## config.mk

```make
export PLATFORM = sky130hd
export DESIGN_NAME = page_buffer_lru_pin_dirty
export DESIGN_NICKNAME = d
export VERILOG_FILES = /design/src/rtl/pbl_pkg.sv /design/src/rtl/pbl_ram.sv /design/src/rtl/pbl_ctrl.sv /design/src/rtl/pbl_dp.sv /design/src/rtl/page_buffer_lru_pin_dirty.sv
export SDC_FILE = /design/constraint.sdc
export NUM_CORES = 2
export LEC_CHECK = 0
export BUFFER_PORTS_ARGS = -buffer_cell sky130_fd_sc_hd__buf_2
export CAP_MARGIN = 25
export CELL_PAD_IN_SITES_DETAIL_PLACEMENT = 0
export CELL_PAD_IN_SITES_GLOBAL_PLACEMENT = 1
export CORE_MARGIN = 2
export CORE_UTILIZATION = 49
export CTS_CLUSTER_DIAMETER = 30
export DETAILED_ROUTE_END_ITERATION = 10
export PLACE_DENSITY = 0.82
export SLEW_MARGIN = 5
export SYNTH_ARGS = -nofsm -noshare
export SYNTH_HDL_FRONTEND = slang
export SYNTH_SLANG_ARGS = --single-unit
```

## constraint.sdc

```tcl
create_clock -name clk -period 7.4 [get_ports clk]
set_clock_uncertainty 0.15 [all_clocks]
set_input_delay 1.11 -clock clk [delete_from_list [all_inputs] [get_ports clk]]
set_output_delay 1.11 -clock clk [all_outputs]
set_load 0.01 [all_outputs]
```

## src/rtl/pbl_pkg.sv

```systemverilog
// ----------------------------------------------------------------------------
// pbl_pkg
// Shared widths, request and status codes, and the controller/datapath
// command and status bundles of the page buffer tag controller.
// ----------------------------------------------------------------------------
`default_nettype none

package pbl_pkg;

  localparam int KIND_W   = 3;
  localparam int FILE_W   = 16;
  localparam int PAGE_W   = 32;
  localparam int SLOT_W   = 4;
  localparam int STATUS_W = 3;
  localparam int STAMP_W  = 32;
  localparam int ACT_W    = 5;

  localparam logic [ACT_W-1:0] ACT_RESET = 5'd16;

  // request kinds
  localparam logic [KIND_W-1:0] K_READ   = 3'd0;
  localparam logic [KIND_W-1:0] K_WRITE  = 3'd1;
  localparam logic [KIND_W-1:0] K_FLUSH  = 3'd2;
  localparam logic [KIND_W-1:0] K_PIN    = 3'd3;
  localparam logic [KIND_W-1:0] K_UNPIN  = 3'd4;
  localparam logic [KIND_W-1:0] K_REMOVE = 3'd5;

  // result status
  localparam logic [STATUS_W-1:0] ST_HIT    = 3'd0;
  localparam logic [STATUS_W-1:0] ST_FILL   = 3'd1;
  localparam logic [STATUS_W-1:0] ST_EVICT  = 3'd2;
  localparam logic [STATUS_W-1:0] ST_ABSENT = 3'd3;
  localparam logic [STATUS_W-1:0] ST_ALLPIN = 3'd4;

  typedef struct packed {
    logic load;    // latch request, restart scan
    logic scan;    // step the slot scan
    logic commit;  // apply update, load result register
  } pbl_cmd_t;

  typedef struct packed {
    logic scan_done;
  } pbl_sts_t;

endpackage

`default_nettype wire

```

## src/rtl/pbl_ram.sv

```systemverilog
// ----------------------------------------------------------------------------
// pbl_ram
// Generic single write port, single read port RAM with registered read.
// ----------------------------------------------------------------------------
`default_nettype none

module pbl_ram #(
  parameter int WIDTH = 8,
  parameter int DEPTH = 16
) (
  input  wire logic                     clk,
  input  wire logic                     wr_en,
  input  wire logic [$clog2(DEPTH)-1:0] wr_addr,
  input  wire logic [WIDTH-1:0]         wr_data,
  input  wire logic [$clog2(DEPTH)-1:0] rd_addr,
  output logic      [WIDTH-1:0]         rd_data
);

  logic [WIDTH-1:0] mem_r [DEPTH];
  logic [WIDTH-1:0] rd_data_r;

  always_ff @(posedge clk) begin
    if (wr_en) begin
      mem_r[wr_addr] <= wr_data;
    end
    rd_data_r <= mem_r[rd_addr];
  end

  assign rd_data = rd_data_r;

endmodule

`default_nettype wire

```

## src/rtl/pbl_ctrl.sv

```systemverilog
// ----------------------------------------------------------------------------
// pbl_ctrl
// Request sequencer: accept, scan the slots, commit and hand the result to
// the output register.
// ----------------------------------------------------------------------------
`default_nettype none

module pbl_ctrl (
  input  wire logic              clk,
  input  wire logic              rst_n,
  input  wire logic              in_valid,
  output logic                   in_ready,
  output logic                   out_valid,
  input  wire logic              out_ready,
  input  wire pbl_pkg::pbl_sts_t sts,
  output pbl_pkg::pbl_cmd_t      cmd
);
  import pbl_pkg::*;

  localparam logic [1:0] S_IDLE   = 2'd0;
  localparam logic [1:0] S_SCAN   = 2'd1;
  localparam logic [1:0] S_COMMIT = 2'd2;

  logic [1:0] state_r, state_nxt;
  logic       out_valid_r, out_valid_nxt;

  always_comb begin
    cmd           = '0;
    state_nxt     = state_r;
    out_valid_nxt = out_valid_r && !out_ready;
    case (state_r)
      S_IDLE: begin
        if (in_valid) begin
          cmd.load  = 1'b1;
          state_nxt = S_SCAN;
        end
      end
      S_SCAN: begin
        cmd.scan = 1'b1;
        if (sts.scan_done) begin
          state_nxt = S_COMMIT;
        end
      end
      S_COMMIT: begin
        // result register must be free or emptying this cycle
        if (!out_valid_r || out_ready) begin
          cmd.commit    = 1'b1;
          out_valid_nxt = 1'b1;
          state_nxt     = S_IDLE;
        end
      end
      default: begin
        state_nxt = S_IDLE;
      end
    endcase
  end

  always_ff @(posedge clk) begin
    if (!rst_n) begin
      state_r     <= S_IDLE;
      out_valid_r <= 1'b0;
    end else begin
      state_r     <= state_nxt;
      out_valid_r <= out_valid_nxt;
    end
  end

  assign in_ready  = (state_r == S_IDLE);
  assign out_valid = out_valid_r;

endmodule

`default_nettype wire

```

## src/rtl/pbl_dp.sv

```systemverilog
// ----------------------------------------------------------------------------
// pbl_dp
// Slot state, tag and use-stamp RAMs, one-slot-per-cycle scan trackers,
// commit logic and the result register.
// ----------------------------------------------------------------------------
`default_nettype none

module pbl_dp #(
  parameter int SLOTS = 16
) (
  input  wire logic                          clk,
  input  wire logic                          rst_n,
  input  wire logic                          cfg_wr_en,
  input  wire logic [pbl_pkg::ACT_W-1:0]     cfg_wr_data,
  input  wire logic [pbl_pkg::KIND_W-1:0]    in_kind,
  input  wire logic [pbl_pkg::FILE_W-1:0]    in_file_id,
  input  wire logic [pbl_pkg::PAGE_W-1:0]    in_page_id,
  input  wire pbl_pkg::pbl_cmd_t             cmd,
  output pbl_pkg::pbl_sts_t                  sts,
  output logic [pbl_pkg::SLOT_W-1:0]         out_slot,
  output logic [pbl_pkg::STATUS_W-1:0]       out_status,
  output logic                               out_fetch_needed,
  output logic                               out_write_back_needed,
  output logic [pbl_pkg::FILE_W-1:0]         out_write_back_file,
  output logic [pbl_pkg::PAGE_W-1:0]         out_write_back_page
);
  import pbl_pkg::*;

  localparam int IW  = $clog2(SLOTS);
  localparam int CW0 = $clog2(SLOTS + 1);
  localparam int KW  = (CW0 > ACT_W) ? CW0 : ACT_W;
  localparam int TW  = FILE_W + PAGE_W;

  // configuration
  logic [ACT_W-1:0] active_r;
  logic [KW-1:0]    act_k, n_eff;

  always_ff @(posedge clk) begin
    if (!rst_n) begin
      active_r <= ACT_RESET;
    end else if (cfg_wr_en) begin
      active_r <= cfg_wr_data;
    end
  end

  assign act_k = KW'(active_r);
  assign n_eff = (act_k == '0) ? KW'(1) :
                 (act_k > KW'(SLOTS)) ? KW'(SLOTS) : act_k;

  // request
  logic [KIND_W-1:0] req_kind_r;
  logic [FILE_W-1:0] req_file_r;
  logic [PAGE_W-1:0] req_page_r;

  always_ff @(posedge clk) begin
    if (cmd.load) begin
      req_kind_r <= in_kind;
      req_file_r <= in_file_id;
      req_page_r <= in_page_id;
    end
  end

  // slot state
  logic [SLOTS-1:0]   valid_r, valid_nxt;
  logic [SLOTS-1:0]   pin_r, pin_nxt;
  logic [SLOTS-1:0]   dirty_r, dirty_nxt;
  logic [STAMP_W-1:0] use_clock_r, use_clock_nxt;

  // scan
  logic [KW-1:0]      issue_cnt_r, issue_cnt_nxt;
  logic               pend_r, pend_nxt;
  logic [IW-1:0]      pend_idx_r, pend_idx_nxt;
  logic               issue;
  logic [IW-1:0]      rd_addr;
  logic [TW-1:0]      rd_tag;
  logic [STAMP_W-1:0] rd_stamp;
  logic [STAMP_W-1:0] age;
  logic               match;

  logic               hit_found_r, hit_found_nxt;
  logic [IW-1:0]      hit_idx_r, hit_idx_nxt;
  logic               empty_found_r, empty_found_nxt;
  logic [IW-1:0]      empty_idx_r, empty_idx_nxt;
  logic               vic_found_r, vic_found_nxt;
  logic [IW-1:0]      vic_idx_r, vic_idx_nxt;
  logic [STAMP_W-1:0] vic_age_r, vic_age_nxt;
  logic [TW-1:0]      vic_tag_r, vic_tag_nxt;

  assign issue   = cmd.scan && (issue_cnt_r < n_eff);
  assign rd_addr = issue_cnt_r[IW-1:0];
  assign age     = use_clock_r - rd_stamp;
  assign match   = valid_r[pend_idx_r] && (rd_tag == {req_file_r, req_page_r});

  assign sts.scan_done = (issue_cnt_r == n_eff) && !pend_r;

  always_comb begin
    issue_cnt_nxt   = issue_cnt_r;
    pend_nxt        = 1'b0;
    pend_idx_nxt    = pend_idx_r;
    hit_found_nxt   = hit_found_r;
    hit_idx_nxt     = hit_idx_r;
    empty_found_nxt = empty_found_r;
    empty_idx_nxt   = empty_idx_r;
    vic_found_nxt   = vic_found_r;
    vic_idx_nxt     = vic_idx_r;
    vic_age_nxt     = vic_age_r;
    vic_tag_nxt     = vic_tag_r;
    if (cmd.load) begin
      issue_cnt_nxt   = '0;
      hit_found_nxt   = 1'b0;
      empty_found_nxt = 1'b0;
      vic_found_nxt   = 1'b0;
    end else begin
      if (issue) begin
        issue_cnt_nxt = issue_cnt_r + KW'(1);
        pend_nxt      = 1'b1;
        pend_idx_nxt  = rd_addr;
      end
      if (pend_r) begin
        if (match && !hit_found_r) begin
          hit_found_nxt = 1'b1;
          hit_idx_nxt   = pend_idx_r;
        end
        if (!valid_r[pend_idx_r] && !empty_found_r) begin
          empty_found_nxt = 1'b1;
          empty_idx_nxt   = pend_idx_r;
        end
        // oldest unpinned slot; strict compare keeps the lowest index on ties
        if (!pin_r[pend_idx_r] && (!vic_found_r || age > vic_age_r)) begin
          vic_found_nxt = 1'b1;
          vic_idx_nxt   = pend_idx_r;
          vic_age_nxt   = age;
          vic_tag_nxt   = rd_tag;
        end
      end
    end
  end

  always_ff @(posedge clk) begin
    if (!rst_n) begin
      issue_cnt_r   <= '0;
      pend_r        <= 1'b0;
      hit_found_r   <= 1'b0;
      empty_found_r <= 1'b0;
      vic_found_r   <= 1'b0;
    end else begin
      issue_cnt_r   <= issue_cnt_nxt;
      pend_r        <= pend_nxt;
      hit_found_r   <= hit_found_nxt;
      empty_found_r <= empty_found_nxt;
      vic_found_r   <= vic_found_nxt;
    end
  end

  always_ff @(posedge clk) begin
    pend_idx_r  <= pend_idx_nxt;
    hit_idx_r   <= hit_idx_nxt;
    empty_idx_r <= empty_idx_nxt;
    vic_idx_r   <= vic_idx_nxt;
    vic_age_r   <= vic_age_nxt;
    vic_tag_r   <= vic_tag_nxt;
  end

  // commit
  logic                c_rw, c_fill, c_stamp;
  logic [IW-1:0]       c_slot;
  logic [STATUS_W-1:0] c_status;
  logic                c_fetch, c_wb;
  logic [TW-1:0]       c_wb_tag;

  always_comb begin
    c_rw      = (req_kind_r == K_READ) || (req_kind_r == K_WRITE);
    c_fill    = 1'b0;
    c_stamp   = 1'b0;
    c_slot    = '0;
    c_status  = ST_ABSENT;
    c_fetch   = 1'b0;
    c_wb      = 1'b0;
    c_wb_tag  = '0;
    valid_nxt = valid_r;
    pin_nxt   = pin_r;
    dirty_nxt = dirty_r;
    if (c_rw) begin
      if (hit_found_r) begin
        c_slot   = hit_idx_r;
        c_status = ST_HIT;
        c_stamp  = 1'b1;
      end else if (empty_found_r) begin
        c_slot   = empty_idx_r;
        c_status = ST_FILL;
        c_fill   = 1'b1;
      end else if (vic_found_r) begin
        c_slot   = vic_idx_r;
        c_status = ST_EVICT;
        c_fill   = 1'b1;
        c_wb     = 1'b1;
        c_wb_tag = vic_tag_r;
      end else begin
        c_status = ST_ALLPIN;
      end
      if (c_fill) begin
        c_stamp           = 1'b1;
        c_fetch           = 1'b1;
        valid_nxt[c_slot] = 1'b1;
        pin_nxt[c_slot]   = 1'b0;
        dirty_nxt[c_slot] = 1'b0;
      end
      if (req_kind_r == K_WRITE && c_status != ST_ALLPIN) begin
        dirty_nxt[c_slot] = 1'b1;
      end
    end else if (hit_found_r) begin
      c_slot   = hit_idx_r;
      case (req_kind_r)
        K_FLUSH: begin
          c_status          = ST_HIT;
          c_wb              = 1'b1;
          c_wb_tag          = {req_file_r, req_page_r};
          dirty_nxt[c_slot] = 1'b0;
        end
        K_PIN: begin
          c_status        = ST_HIT;
          pin_nxt[c_slot] = 1'b1;
        end
        K_UNPIN: begin
          c_status        = ST_HIT;
          pin_nxt[c_slot] = 1'b0;
        end
        K_REMOVE: begin
          c_status          = ST_HIT;
          valid_nxt[c_slot] = 1'b0;
          pin_nxt[c_slot]   = 1'b0;
          dirty_nxt[c_slot] = 1'b0;
        end
        default: begin
          c_slot = '0;
        end
      endcase
    end
    use_clock_nxt = c_stamp ? (use_clock_r + STAMP_W'(1)) : use_clock_r;
  end

  always_ff @(posedge clk) begin
    if (!rst_n) begin
      valid_r     <= '0;
      pin_r       <= '0;
      dirty_r     <= '0;
      use_clock_r <= '0;
    end else if (cmd.commit) begin
      valid_r     <= valid_nxt;
      pin_r       <= pin_nxt;
      dirty_r     <= dirty_nxt;
      use_clock_r <= use_clock_nxt;
    end
  end

  pbl_ram #(.WIDTH(TW), .DEPTH(SLOTS)) u_tag_ram (
    .clk     (clk),
    .wr_en   (cmd.commit && c_fill),
    .wr_addr (c_slot),
    .wr_data ({req_file_r, req_page_r}),
    .rd_addr (rd_addr),
    .rd_data (rd_tag)
  );

  pbl_ram #(.WIDTH(STAMP_W), .DEPTH(SLOTS)) u_stamp_ram (
    .clk     (clk),
    .wr_en   (cmd.commit && c_stamp),
    .wr_addr (c_slot),
    .wr_data (use_clock_r),
    .rd_addr (rd_addr),
    .rd_data (rd_stamp)
  );

  // result register
  logic [SLOT_W-1:0]   out_slot_r;
  logic [STATUS_W-1:0] out_status_r;
  logic                out_fetch_r, out_wb_r;
  logic [TW-1:0]       out_wb_tag_r;

  always_ff @(posedge clk) begin
    if (cmd.commit) begin
      out_slot_r   <= SLOT_W'(c_slot);
      out_status_r <= c_status;
      out_fetch_r  <= c_fetch;
      out_wb_r     <= c_wb;
      out_wb_tag_r <= c_wb_tag;
    end
  end

  assign out_slot              = out_slot_r;
  assign out_status            = out_status_r;
  assign out_fetch_needed      = out_fetch_r;
  assign out_write_back_needed = out_wb_r;
  assign out_write_back_file   = out_wb_tag_r[TW-1:PAGE_W];
  assign out_write_back_page   = out_wb_tag_r[PAGE_W-1:0];

endmodule

`default_nettype wire

```

## src/rtl/page_buffer_lru_pin_dirty.sv

```systemverilog
// ----------------------------------------------------------------------------
// page_buffer_lru_pin_dirty
// Tag and LRU replacement control of a page buffer pool with pin and dirty.
// ----------------------------------------------------------------------------
// A request is served by a scan of the tag and use-stamp RAMs over the n active
// slots through their single read port, one slot per cycle; a new request is
// accepted only after the previous one has committed.
// A result waiting in the output register does not block the next accept.
// Reset: all slots empty, unpinned and clean, use counter 0, 16 active slots.
`default_nettype none

module page_buffer_lru_pin_dirty #(
  parameter int SLOTS = 16
) (
  input  wire logic                          clk,
  input  wire logic                          rst_n,
  input  wire logic                          cfg_wr_en,
  input  wire logic [pbl_pkg::ACT_W-1:0]     cfg_wr_data,
  input  wire logic                          in_valid,
  output logic                               in_ready,
  input  wire logic [pbl_pkg::KIND_W-1:0]    in_kind,
  input  wire logic [pbl_pkg::FILE_W-1:0]    in_file_id,
  input  wire logic [pbl_pkg::PAGE_W-1:0]    in_page_id,
  output logic                               out_valid,
  input  wire logic                          out_ready,
  output logic [pbl_pkg::SLOT_W-1:0]         out_slot,
  output logic [pbl_pkg::STATUS_W-1:0]       out_status,
  output logic                               out_fetch_needed,
  output logic                               out_write_back_needed,
  output logic [pbl_pkg::FILE_W-1:0]         out_write_back_file,
  output logic [pbl_pkg::PAGE_W-1:0]         out_write_back_page
);
  import pbl_pkg::*;

  pbl_cmd_t cmd;
  pbl_sts_t sts;

  pbl_ctrl u_ctrl (
    .clk       (clk),
    .rst_n     (rst_n),
    .in_valid  (in_valid),
    .in_ready  (in_ready),
    .out_valid (out_valid),
    .out_ready (out_ready),
    .sts       (sts),
    .cmd       (cmd)
  );

  pbl_dp #(.SLOTS(SLOTS)) u_dp (
    .clk                   (clk),
    .rst_n                 (rst_n),
    .cfg_wr_en             (cfg_wr_en),
    .cfg_wr_data           (cfg_wr_data),
    .in_kind               (in_kind),
    .in_file_id            (in_file_id),
    .in_page_id            (in_page_id),
    .cmd                   (cmd),
    .sts                   (sts),
    .out_slot              (out_slot),
    .out_status            (out_status),
    .out_fetch_needed      (out_fetch_needed),
    .out_write_back_needed (out_write_back_needed),
    .out_write_back_file   (out_write_back_file),
    .out_write_back_page   (out_write_back_page)
  );

  // one request in flight: busy right after an accept
  a_busy_after_accept: assert property (@(posedge clk) disable iff (!rst_n)
    in_valid && in_ready |=> !in_ready)
    else $error("request accepted while scan in progress");

  a_commit_gives_result: assert property (@(posedge clk) disable iff (!rst_n)
    cmd.commit |=> out_valid)
    else $error("commit did not present a result");

  a_allpin_clean: assert property (@(posedge clk) disable iff (!rst_n)
    out_valid && out_status == ST_ALLPIN |->
      out_slot == '0 && !out_fetch_needed && !out_write_back_needed)
    else $error("all-pinned result carries a slot or transfer");

  a_wb_status: assert property (@(posedge clk) disable iff (!rst_n)
    out_valid && out_write_back_needed |->
      out_status == ST_EVICT || out_status == ST_HIT)
    else $error("write-back on a result that is neither evict nor flush");

endmodule

`default_nettype wire

```

; Word level (Yosys, flattened, before mapping)
; Memory sizes are Yosys's and may differ from the RTL's. A register that Yosys moved wholly into a read port is not among the register bits.
; Index checks and enable logic that the tools add are counted.
[word_totals]
register_bits = 285
latch_bits = 0
ramBits = 1280
rom_bits = 0
in_bits = 61
out_inout_bits = 59
word_cells = 169
memories = 2
[classes]
add_sub_neg = 3
mul = 0
div = 0
magnitude_cmp = 8
eq_ne = 13
shift = 0
mux = 67
bitwise_logic = 9
reduce_logical = 42
[memory_table]
columns = memory, depth, word_bits, read_ports, rd_clocked_by_memory_dff, write_ports, line_no
row1 = u_dp.u_tag_ram.mem_r, 16, 48, 1, 1, 1, pbl_ram.sv:19  ; logic [WIDTH-1:0] mem_r [DEPTH];
row2 = u_dp.u_stamp_ram.mem_r, 16, 32, 1, 1, 1, pbl_ram.sv:19
[op_table]
columns = cell, count
row1 = 48-bit two-way mux, 6
row2 = 16-bit two-way mux, 7
row3 = 16-bit bitwise AND, 3
row4 = 48-bit == test, 1
row5 = "32-bit by 1-bit adder with 32-bit output, second input constant", 1
row6 = 32-bit greater-than comparator, 1
row7 = 16-bit NOT, 2
row8 = 16-bit bitwise OR, 2
row9 = 16-bit case mux with 2 select lines, 1
row10 = 32-bit subtractor, 1
row11 = 1-bit two-way mux, 30
row12 = 4-bit two-way mux, 7
row13 = "4-bit by 5-bit less-than comparator with 1-bit output, second input constant", 3
row14 = 3-bit two-way mux, 5
row15 = 3-bit AND reduction, 4
row16 = 1-bit logical AND, 11
row17 = 5-bit two-way mux, 2
row18 = 2-bit AND reduction, 5
row19 = 1-bit binary-select mux with 4-bit select, 2
row20 = 1-bit demux with 4-bit select, 2
row21 = "4-bit by 1-bit greater-or-equal comparator with 1-bit output, second input constant", 2
row22 = 1-bit zero test, 8
row23 = 2-bit two-way mux, 4
row24 = 4-bit AND reduction, 2
row25 = other kinds (21), 30

; Depth between registers and ports, before layout
[logic_depth]
depth_word = 12
ltp_mapped = 16
mapped_depth_nobuf = 16

; By module
; Synthesis repeated with hierarchy kept, for this count alone.
[unflattened]
cells_unflattened = 3332
area_unflattened_um2 = 63669.8
[by_module_without_submodules]
columns = mod, instances, cells_per_inst, area_each_um2, seq_area_each_um2
row1 = pbl_ram (u_dp.u_tag_ram), 1, 1242, 29691.0, 24023.0
row2 = pbl_ram (u_dp.u_stamp_ram), 1, 838, 19835.3, 16015.4
row3 = pbl_dp, 1, 1235, 13987.2, 7687.4
row4 = pbl_ctrl, 1, 17, 156.4, 60.1

; Worst setup path before layout
; No wires, ideal clock.
[synth_timing]
path_kind = flip-flop to flip-flop
start = reg u_dp.use_clock_r[0]
end = reg u_dp.vic_age_r[0], enable pin
setup_ns = 0.472
arrival_time_ns = 5.844
t_required_ns = 6.778
path_slack_ns = 0.934
stages_incl_launch_ff = 16
n_path_buf = 0
synth_period_minus_slack_ns = 6.466
cell_sequence = dfxtp_1 > inv_1 > ha_1 > fa_1 > nand2b_1 > a21oi_1 > o21ai_1 > a2111oi_0 > o32ai_1 > xnor2_1 > ha_1 > nand2_1 > nor3_1 > nand3_1 > o2111a_1 > a21oi_2
[synth_via]
elab_chain_cells = 5
[synth_lines]
columns = element, line_no
row1 = from (decl), pbl_dp.sv:67  ; logic [STAMP_W-1:0] use_clock_r, use_clock_nxt;
row2 = from (signal assigned), pbl_dp.sv:252  ; use_clock_r <= use_clock_nxt;
row3 = 32-bit subtractor, pbl_dp.sv:91  ; assign age = use_clock_r - rd_stamp;
row4 = net u_dp.age[24], pbl_dp.sv:77  ; logic [STAMP_W-1:0] age;
row5 = 32-bit greater-than comparator, pbl_dp.sv:129  ; if (!pin_r[pend_idx_r] && (!vic_found_r || age > vic_age_r)) begin
row6 = 1-bit logical OR, pbl_dp.sv:129
row7 = 1-bit logical AND, pbl_dp.sv:129
row8 = 3-bit AND reduction (no line), -
row9 = to (signal assigned), pbl_dp.sv:160  ; vic_age_r <= vic_age_nxt;
row10 = to (decl), pbl_dp.sv:86  ; logic [STAMP_W-1:0] vic_age_r, vic_age_nxt;
; The timed path passes the listed nets, and every way through them passes these cells.
; A chain may end at the register's enable or synchronous reset.

; Worst setup path in the final report
[layout_timing]
start = reg u_dp.use_clock_r[1]
end = reg u_dp.vic_age_r[13], enable pin
; Same word-level chain as after synthesis.

==> metrics.json <==
{
  "routedWlPerCell": {"value": 28.8, "unit": "um"},
  "die-area": {"value": 134000, "unit": "um2"},
  "crit_path_max_incr_delay": {"value": 0.78, "unit": "ns"},
  "worst_hold_startpoint": {"value": "in_page_id[4]"},
  "grt_setup_unrepaired": {"value": "no"},
  "synthMostInstantiatedCell": {"value": "sky130_fd_sc_hd__edfxtp_1"},
  "grt_first_pass_wirelength": {"value": 231000, "unit": "um"},
  "finalHoldViolations": {"value": 0},
  "num_rows": {"value": 132},
  "cts_resized": {"value": 0},
  "worst_slack_setup_final": {"value": 1.72, "unit": "ns"},
  "leakagePower": {"value": 26.0, "unit": "nW"},
  "antenna_left": {"value": 0},
  "cellPowerDensity": {"value": 306, "unit": "nW/um2"},
  "cp-start-kind": {"value": "flip-flop"},
  "dieWidth": {"value": 366, "unit": "um"},
  "antenna-diode-count": {"value": 0},
  "status": {"value": "finished, final reports clean"},
  "postSynthRegisterBits": {"value": 1645},
  "setup_total_negative_slack": {"value": 0, "unit": "ns"},
  "max_freq": {"value": 176, "unit": "MHz"},
  "report.power.total": {"value": 23.4, "unit": "mW"},
  "drc": {"value": 0},
  "timing.final.max_slew_violations": {"value": 0},
  "firstDrtPassIters": {"value": 6},
  "cts_sinks": {"value": 1645},
  "hold_depth": {"value": 1},
  "tritoncts": {"value": "built"},
  "critical_path.slowest_cell": {"value": "sky130_fd_sc_hd__dfxtp_1"},
  "r2r_setup_slack": {"value": 1.72, "unit": "ns"},
  "postCtsSetupRepairBufs": {"value": 0},
  "timing.hold.worst_endpoint": {"value": "u_dp.req_page_r[4]"},
  "required_time_at_the_endpoint_of_the_critical_path": {"value": 7.76, "unit": "ns"},
  "layout.nets": {"value": 3660},
  "worst_pin_slew": {"value": 1.09, "unit": "ns"},
  "final.min_clock_period": {"value": 5.68, "unit": "ns"},
  "detailroute.via_count": {"value": 33600},
  "hold_ws": {"value": 0.252, "unit": "ns"},
  "share_of_the_synthesized_area_in_the_top_cell_type": {"value": 0.695},
  "yosysTopAreaCell": {"value": "sky130_fd_sc_hd__edfxtp_1"},
  "cts-hold-fix-buffers": {"value": 0},
  "clockBufferDepth": {"value": 4},
  "cts-buffers-inserted": {"value": 276},
  "synthTopCellsByArea": {"value": "sky130_fd_sc_hd__edfxtp_1 70%, sky130_fd_sc_hd__mux4_2 14%, sky130_fd_sc_hd__dfxtp_1 5.0%, sky130_fd_sc_hd__ha_1 1.4%, sky130_fd_sc_hd__nor2_1 0.79%"},
  "wl": {"value": 157000, "unit": "um"},
  "holdCritPathClass": {"value": "in -> reg"},
  "ios": {"value": 120},
  "layout-drive-gt1-share": {"value": 0.291},
  "cts-htree-levels": {"value": 5},
  "synth-main-ff-cell": {"value": "sky130_fd_sc_hd__edfxtp_1"},
  "place.port_buffers": {"value": 119},
  "cts_root_buffer": {"value": "sky130_fd_sc_hd__clkbuf_16"},
  "core-area": {"value": 130000, "unit": "um2"},
  "category_of_the_critical_setup_timing_path": {"value": "reg -> reg"},
  "finalCoreUtilization": {"value": 0.588},
  "cpLargestDelayFamily": {"value": "compound AO/OA/AOI/OAI gates"},
  "post_synth_num_cell_types": {"value": 77},
  "antenna_found_initial": {"value": 7},
  "arrival_time_at_the_worst_endpoint": {"value": 6.04, "unit": "ns"},
  "globalRouteTotalUtil": {"value": 0.238},
  "fin_crit_sh": {"value": 0.768},
  "area_growth_syn_to_layout": {"value": 19.0, "unit": "%"},
  "finalSetupViolations": {"value": 0},
  "die_height": {"value": 366, "unit": "um"},
  "peakVddDrop": {"value": 0.333, "unit": "mV"},
  "drtIter0Drc": {"value": 4241},
  "hpwl": {"value": 80800, "unit": "um"},
  "vias_per_cell": {"value": 6.14},
  "synth-edff-count": {"value": 1484},
  "share_of_synthesized_area_occupied_by_flip_flops_and_latches": {"value": 0.746},
  "synth_async_sr_flop_share": {"value": 0},
  "syn-mean-instance-area": {"value": 19.9, "unit": "um2"},
  "place_ws": {"value": 1.73, "unit": "ns"},
  "drv.max_cap_violation_count": {"value": 0},
  "worstPathBufferInverterCount": {"value": 2},
  "max-slew-margin-rel": {"value": 0.273},
  "critical_path.reg2reg.endpoint": {"value": "u_dp.vic_age_r[13]"},
  "cp_max_fo": {"value": 23},
  "synthesis.nets": {"value": 3345},
  "mappedNetlistArea": {"value": 64100, "unit": "um2"},
  "global_route.overflow_total": {"value": 0},
  "place_congestion": {"value": 0.839},
  "syn_inst": {"value": 3213},
  "r2r_cells": {"value": 15},
  "ys.warnings.count": {"value": 0},
  "timing.rr.start": {"value": "u_dp.use_clock_r[1]"},
  "path_cells": {"value": "inv_1 > fa_1 > nand2b_1 > a21oi_1 > o21ai_1 > a2111oi_0 > o32ai_1 > xnor2_1 > ha_1 > nand2_1 > nor3_1 > nand3_1 > o2111a_1 > a21oi_4 > buf_4"},
  "floorplan.initialDensity": {"value": 0.494},
  "grt_start_max_net_pins": {"value": 118},
  "timing.critical_path.to_type": {"value": "flip-flop"},
  "first_global_vias": {"value": 34600},
  "synth_common_cells": {"value": "1484 x sky130_fd_sc_hd__edfxtp_1, 404 x sky130_fd_sc_hd__mux4_2, 161 x sky130_fd_sc_hd__dfxtp_1"},
  "worstSkewPairLatency": {"value": 0.87, "unit": "ns"},
  "clk_pin_slew": {"value": 0.06, "unit": "ns"}
}
-- final cells by class --
class	instances	area, um2
Tap cell	1742	2180
Inverter	86	325
Clock buffer	313	7270
Clock inverter	167	1930
Sequential cell	1645	47800
Multi-Input combinational cell	1330	15500
Timing Repair Buffer	189	1210
Fill cell	9012	53400
-- report_power, final --
group / total [mW] / switching, mW / internal (mW)
clock network: 12.7 / 4.43 / 8.22
logic: 0.432 / 0.234 / 0.198
registers: 10.3 / 0.125 / 10.1
total: 23.4 / 4.79 / 18.6
-- placed cells by master (no fill, tap or decap), types with 13 or more instances in the layout --
master / instances
sky130_fd_sc_hd__nand3_1: 52
sky130_fd_sc_hd__clkinv_2: 30
sky130_fd_sc_hd__nor4_1: 16
sky130_fd_sc_hd__mux4_2: 404
sky130_fd_sc_hd__clkbuf_1: 22
sky130_fd_sc_hd__o21ai_0: 42
sky130_fd_sc_hd__inv_1: 82
sky130_fd_sc_hd__a22o_1: 48
sky130_fd_sc_hd__buf_4: 61
sky130_fd_sc_hd__nand2_1: 75
sky130_fd_sc_hd__o21ai_1: 21
sky130_fd_sc_hd__clkinvlp_4: 30
sky130_fd_sc_hd__nor2_1: 112
sky130_fd_sc_hd__nor2_4: 23
sky130_fd_sc_hd__nand4_1: 35
sky130_fd_sc_hd__xnor2_1: 43
sky130_fd_sc_hd__nor2b_1: 14
sky130_fd_sc_hd__a21oi_1: 78
sky130_fd_sc_hd__clkinv_4: 19
sky130_fd_sc_hd__edfxtp_1: 1484
sky130_fd_sc_hd__nor3_1: 16
sky130_fd_sc_hd__or3_1: 13
sky130_fd_sc_hd__o21a_1: 22
sky130_fd_sc_hd__xor2_1: 42
sky130_fd_sc_hd__ha_1: 70
sky130_fd_sc_hd__buf_2: 121
sky130_fd_sc_hd__a31oi_1: 20
sky130_fd_sc_hd__clkinv_1: 25
sky130_fd_sc_hd__clkbuf_16: 283
sky130_fd_sc_hd__dfxtp_1: 157
sky130_fd_sc_hd__a21o_1: 17
sky130_fd_sc_hd__inv_6: 19
sky130_fd_sc_hd__nand2b_1: 18
sky130_fd_sc_hd__bufinv_16: 32
-- sequential cells by signal, summed over array words and instances, names as in the netlist, 16 cells and up, named ones only --
name / cells
u_dp.u_stamp_ram.rd_data: 32
u_dp.u_stamp_ram.mem_r: 512
u_dp.vic_age_r: 32
u_dp.use_clock_r: 32
u_dp.valid_r: 16
u_dp.u_tag_ram.mem_r: 768
u_dp.req_file_r: 16
u_dp.out_wb_tag_r: 48
u_dp.u_tag_ram.rd_data: 48
u_dp.vic_tag_r: 48
u_dp.req_page_r: 32
-- through the flow --
step           instances  instance area [um2]
6_report            5472                76300
5_1_grt             5472                76300
4_1_cts             5469                76200
3_5_place_dp        4989                67000
3_3_place_gp        4987                67000
2_1_floorplan       3213                64100
-- layer usage --
| layer | wire (um) | vias up | global-route usage |
|---|---|---|---|
| met3 | 13200 | 310 | 0.0492 |
| met4 | 4530 | 6 | 0.0879 |
| met5 | 41 | - | 0 |
| met1 | 60600 | 17500 | 0.318 |
| met2 | 79000 | 1881 | 0.387 |
| li1 | - | 13900 | - |
-- worst max-delay path by stage --
| stage | start | slack, ns | cells past startpoint | endpoint |
|---|---|---|---|---|
| after global routing | u_dp.use_clock_r[1] | 1.23 | 15 | u_dp.vic_age_r[13] |
| after floorplan | u_dp.use_clock_r[0] | 0.93 | 15 | u_dp.vic_age_r[0] |
| after detailed placement | u_dp.use_clock_r[1] | 1.73 | 15 | u_dp.vic_tag_r[38] |
| after CTS | u_dp.use_clock_r[1] | 1.70 | 15 | u_dp.vic_age_r[2] |
| final | u_dp.use_clock_r[1] | 1.72 | 15 | u_dp.vic_age_r[13] |
| after global placement | u_dp.use_clock_r[1] | 1.83 | 15 | u_dp.vic_tag_r[35] |
-- kinds of logic (layout without fill, tap and decap cells) --
logic type / count (synthesis) / after routing / share of synthesized area
AOI/OAI and AO/OA: 320 / 320 / 0.0335
xor gates and xnor gates: 85 / 85 / 0.0116
adders and majority gates: 71 / 71 / 0.0140
buffers and inverters: 238 / 755 / 0.0153
DFF: 1645 / 1645 / 0.746
muxes: 420 / 420 / 0.146
and+or+nand+nor: 434 / 434 / 0.0338
-- worst register-to-register path, stage by stage, from the launching register on --
cell                        delay [ns]
sky130_fd_sc_hd__dfxtp_1          0.78
sky130_fd_sc_hd__inv_1            0.15
sky130_fd_sc_hd__fa_1             0.48
sky130_fd_sc_hd__nand2b_1         0.18
sky130_fd_sc_hd__a21oi_1          0.26
sky130_fd_sc_hd__o21ai_1          0.27
sky130_fd_sc_hd__a2111oi_0        0.66
sky130_fd_sc_hd__o32ai_1          0.18
sky130_fd_sc_hd__xnor2_1          0.18
sky130_fd_sc_hd__ha_1             0.29
sky130_fd_sc_hd__nand2_1          0.05
sky130_fd_sc_hd__nor3_1           0.19
sky130_fd_sc_hd__nand3_1          0.16
sky130_fd_sc_hd__o2111a_1         0.30
sky130_fd_sc_hd__a21oi_4          0.63
sky130_fd_sc_hd__buf_4            0.42
Power figures use the tool's default switching activity.
